**src/hw/rtl/tsl_pkg.sv**
```systemverilog
// Shared constants, register indexes and types for the sync byte locator.
// No dependencies; used by tsl_history, tsl_match and ts_sync_byte_locator.
package tsl_pkg;

    // Widths and limits
    localparam int unsigned MAX_PACKET_BYTES = 204;
    localparam int unsigned POS_BITS         = 24;
    localparam int unsigned HIST_ADDR_BITS   = 8;
    localparam int unsigned HIST_DEPTH       = 1 << HIST_ADDR_BITS;
    localparam int unsigned WORD_BITS        = 32;

    localparam logic [POS_BITS-1:0] POS_MAX   = {POS_BITS{1'b1}};
    localparam logic [7:0]          PSIZE_CAP = 8'(MAX_PACKET_BYTES);

    // Header patterns
    localparam logic [7:0]           SYNC_BYTE   = 8'h47;
    localparam logic [WORD_BITS-1:0] PACK_CODE   = 32'h0000_01BA;
    localparam logic [7:0]           PSIZE_RESET = 8'd188;

    // Configuration register indexes
    localparam logic REG_PACKET_SIZE  = 1'b0;
    localparam logic REG_PROGRAM_MODE = 1'b1;

    // Active configuration as seen by the datapath
    typedef struct packed {
        logic [7:0] psize;        // packet size, already capped
        logic       program_mode; // 1: pack header search
    } tsl_cfg_t;

endpackage

```
**src/hw/rtl/tsl_match.sv**
```systemverilog
// Header compare and buffer position tracking for the item in the input stage.
// Depends on tsl_pkg.
module tsl_match (
    input  logic                          aclk,
    input  logic                          aresetn,
    input  logic                          advance,
    input  logic                          buffer_end,
    input  tsl_pkg::tsl_cfg_t             cfg,
    input  logic [tsl_pkg::WORD_BITS-1:0] cur_word,
    input  logic [tsl_pkg::WORD_BITS-1:0] old_word,
    output logic                          hit,
    output logic [tsl_pkg::POS_BITS-1:0]  position
);

    logic [tsl_pkg::POS_BITS-1:0] pos_reg;
    logic [tsl_pkg::POS_BITS-1:0] pos_next;
    logic [tsl_pkg::POS_BITS-1:0] start_reg;
    logic [tsl_pkg::POS_BITS-1:0] start_next;
    logic [8:0]                   back;
    logic [tsl_pkg::POS_BITS-1:0] cand;
    logic [tsl_pkg::POS_BITS:0]   resume_sum;
    logic                         can_test;
    logic                         pattern_ok;
    logic                         ts_old_ok;
    logic                         ts_cur_ok;

    // Distance from the newest byte back to the candidate start
    assign back = {1'b0, cfg.psize} + (cfg.program_mode ? 9'd3 : 9'd1);
    assign cand = pos_reg - tsl_pkg::POS_BITS'(back);

    assign can_test = (pos_reg != tsl_pkg::POS_MAX)
                   && (pos_reg >= tsl_pkg::POS_BITS'(back))
                   && (cand >= start_reg);

    // Sync byte followed by a clear error bit, at both headers
    assign ts_old_ok = (old_word[15:8] == tsl_pkg::SYNC_BYTE) && !old_word[7];
    assign ts_cur_ok = (cur_word[15:8] == tsl_pkg::SYNC_BYTE) && !cur_word[7];

    assign pattern_ok = cfg.program_mode
        ? ((old_word == tsl_pkg::PACK_CODE) && (cur_word == tsl_pkg::PACK_CODE))
        : (ts_old_ok && ts_cur_ok);

    assign hit      = can_test && pattern_ok;
    assign position = hit ? cand : '0;

    // Next search start, saturating
    assign resume_sum = {1'b0, cand} + {{(tsl_pkg::POS_BITS-7){1'b0}}, cfg.psize};

    always_comb begin
        start_next = start_reg;
        pos_next   = pos_reg;
        if (hit) begin
            start_next = resume_sum[tsl_pkg::POS_BITS] ? tsl_pkg::POS_MAX
                                                       : resume_sum[tsl_pkg::POS_BITS-1:0];
        end
        if (pos_reg != tsl_pkg::POS_MAX) begin
            pos_next = pos_reg + 1'b1;
        end
        if (buffer_end) begin
            pos_next   = '0;
            start_next = '0;
        end
    end

    // Position state moves with the item leaving the input stage
    always_ff @(posedge aclk) begin
        if (!aresetn) begin
            pos_reg   <= '0;
            start_reg <= '0;
        end else if (advance) begin
            pos_reg   <= pos_next;
            start_reg <= start_next;
        end
    end

endmodule

```
**config.mk**
```make
export PLATFORM = sky130hd
export DESIGN_NAME = tsl_match
export DESIGN_NICKNAME = d
export VERILOG_FILES = /design/src/hw/rtl/tsl_pkg.sv /design/src/hw/rtl/tsl_match.sv
export SDC_FILE = /design/constraint.sdc
export NUM_CORES = 1
export LEC_CHECK = 0
export BUFFER_PORTS_ARGS = -buffer_cell sky130_fd_sc_hd__buf_2
export CAP_MARGIN = 20
export CORE_MARGIN = 2
export CORE_UTILIZATION = 56
export DETAILED_ROUTE_END_ITERATION = 7
export GPL_TIMING_DRIVEN = 0
export MAX_ROUTING_LAYER = met4
export PLACE_DENSITY = 0.87
export SLEW_MARGIN = 15
export SYNTH_ARGS = -nofsm -noshare
export SYNTH_HDL_FRONTEND = slang
export SYNTH_SLANG_ARGS = --single-unit
```
**constraint.sdc**
```tcl
create_clock -name aclk -period 6.8 [get_ports aclk]
set_input_delay 0.34 -clock aclk [delete_from_list [all_inputs] [get_ports aclk]]
set_output_delay 0.34 -clock aclk [all_outputs]
set_load 0.02 [all_outputs]
```
==> impl_metrics.json <==
{
  "die-area_mm2": 0.00895,
  "cts_setup_buffers": 0,
  "syn_inst": 593,
  "core_region_area_mm2": 0.00809,
  "antenna_found_initial": 0,
  "synth_edf_count": 0,
  "ant_nets": 0,
  "nNetsFinal": 824,
  "async_flop_share_pct": 0,
  "diodes": 0,
  "die_w_um": 94.6,
  "worstHoldPathCells": 3,
  "drt_iter0_drc": 175,
  "vias_per_cell": 5.85,
  "syn_to_final_growth_pct": 16.1,
  "synth-main-ff-cell": "dfxtp_1",
  "synth_area_leader_cell": "dfxtp_1",
  "rsz0062_at_grt": "false",
  "finalCritPeriodShare_pct": 92.1,
  "vias": 4717,
  "wire_per_inst_um": 16.4,
  "synth.top_cell.area_share_pct": 20.9,
  "grt.total_usage_pct": 30.5,
  "die_h_um": 94.6,
  "cts_sinks": 48,
  "io_pins": 102,
  "setup_viol": 0,
  "r2r_cells": 21,
  "fmax_ghz": 0.160,
  "p_leak_nw": 2.32,
  "dr.pass1.iters": 5,
  "hpwl_um": 11000,
  "layout-drive-gt1-share_pct": 19.8,
  "worst_slew_pin_slew_ns": 0.836,
  "status": "complete, no violations",
  "ys_warn_count": 0,
  "clock_latency_ns": 0.31,
  "multiInputGateArea_mm2": 0.00335,
  "worst_clock_skew_ns": 0.0131,
  "worstPathRequired_ns": 6.46,
  "max_stage_delay_ns": 0.73,
  "row_count": 33,
  "max-vdd-ir-drop_v": 0.0000871,
  "cp_max_fo": 10,
  "h-tree-depth": 2,
  "clock_path_buffers": 2,
  "cp-start-kind": "input pin",
  "finalPower_uw": 700,
  "syn_nets": 716,
  "worstSetupPathType": "in -> out",
  "seqCellArea_um2": 961,
  "grt_pass1_wl_um": 20700,
  "fin_setup_tns_ns": 0,
  "globalplace.congestion": 0.994,
  "cts.clk_slew.worst_paths_ns": 0.09,
  "cts_resized": 0,
  "drc": 0,
  "ys_top_cells_by_area": "dfxtp_1, ha_1, xnor2_1",
  "yosysSeqAreaShare_pct": 20.9,
  "layout_common_cells": "buf_2, nor2_1, dfxtp_1, inv_1, ha_1",
  "cts_root_buffer": "clkbuf_8",
  "fin_hold_ws_ns": 0.414,
  "utilization_pct": 65.9,
  "wirelength_um": 13300,
  "worstHoldPathType": "in -> reg",
  "final_common_cell": "buf_2",
  "cp_cell_sequence": "buf_2, ha_1, a21oi_1, nor2_1, nand3_1, xor2_1, ha_1, buf_6, o21ai_0, nor2_1, nor3_1, a221oi_1, inv_1, ha_1, nand4_1, a211oi_1, a211oi_1, o21a_1, or4_1, buf_2, inv_2, clkbuf_1, and2_1, buf_2",
  "p_per_area_mw_per_mm2": 131,
  "cp_slowest_cell": "a221oi_1",
  "arrival_ns": 5.92,
  "fillers": 752,
  "cts_tree": "built",
  "syn_avg_cell_area_um2": 7.75,
  "overflow": 0,
  "io_buffers": 101,
  "crit_path_end_kind": "output pin",
  "start_util_pct": 56.8,
  "stdcell_area_mm2": 0.00534,
  "grt_max_degree": 15,
  "ys_ff_latch": 48,
  "finalMaxSlewViolations": 0,
  "ctsHoldBuffers": 0,
  "maxCapViolations": 0,
  "postPlaceCellArea_mm2": 0.00523,
  "numCtsBuffers": 5,
  "grt_pass1_vias": 4531,
  "min_period_ns": 6.26,
  "hold_viol": 0,
  "synth_area_mm2": 0.00460,
  "ys_types": 62,
  "max-slew-margin-rel_pct": 43.9
}
## where the power goes
part	switching [mW]	total, mW	leakage [nW]	internal [mW]
Sequential	0.00109	0.283	0.387	0.282
Combinational	0.132	0.239	1.88	0.106
Clock	0.0977	0.179	0.0510	0.0814
Total	0.231	0.700	2.32	0.469
## metal layers
metal	part of all wire [%]	wire length [µm]	GRT usage (%)
met5	0	0	-
met4	2.1	279	9.42
met3	5.3	704	3.11
met2	51	6740	56.9
met1	42	5540	34.2
## synthesized netlist by cell type, types with 4 or more instances
cell	n
a211o_1	4
a211oi_1	10
a21o_1	7
a21oi_1	27
and2_1	20
and3_1	4
buf_2	8
clkbuf_1	9
dfxtp_1	48
ha_1	43
inv_1	43
nand2_1	33
nand2b_1	4
nand3_1	20
nand4_1	19
nor2_1	74
nor2b_1	10
nor3_1	9
nor4_1	16
nor4b_1	5
nor4bb_1	4
o211ai_1	7
o21a_1	6
o21ai_0	15
o2bb2ai_1	22
or3_1	10
or4_1	5
xnor2_1	37
xor2_1	23
## worst max-delay path: cells and delay by family
kind | cells | cell delay, ns
XOR/XNOR | 1 | 0.17
adder cells (fa/ha/maj) | 3 | 0.94
buffers and inverters | 7 | 1.26
AO/OA/AOI/OAI | 6 | 1.50
AND/OR/NAND/NOR | 7 | 1.70
## cells by family (layout without fill, tap and decap cells)
logic type / Yosys count / after routing / synth area share, %
mux: 2 / 2 / 0.463
simple gates: 249 / 249 / 29.0
xor+xnor: 60 / 60 / 11.4
buf+inv: 68 / 177 / 6.42
fa+ha+maj: 46 / 46 / 13.0
compound gates: 120 / 120 / 18.8
flops: 48 / 48 / 20.9
## path summary, 6_finish.rpt
check,endpoint,start,slack (ns)
max,position[9],cfg[0],0.54
min reg2reg,start_reg[7],start_reg[7],0.47
max reg2reg,start_reg[11],pos_reg[0],1.62
min,start_reg[16],aresetn,0.41
## metrics by stage
step | cells | worst slack [ns]
final | 807 | 0.538
after detailed placement | 799 | 0.400
after global placement | 799 | 0.487
after CTS | 807 | 0.393
after floorplan | 593 | 1.51
after global routing | 807 | 0.0586
## cell type report
class	count	share of cell area (%)
Buffer	23	2.37
Clock buffer	6	1.55
Clock inverter	2	0.188
Inverter	45	3.17
Multi-Input combinational cell	477	62.8
Sequential cell	48	18.0
Tap cell	105	2.46
Timing Repair Buffer	101	9.47
Note: power is estimated with default switching activity, not from simulation.
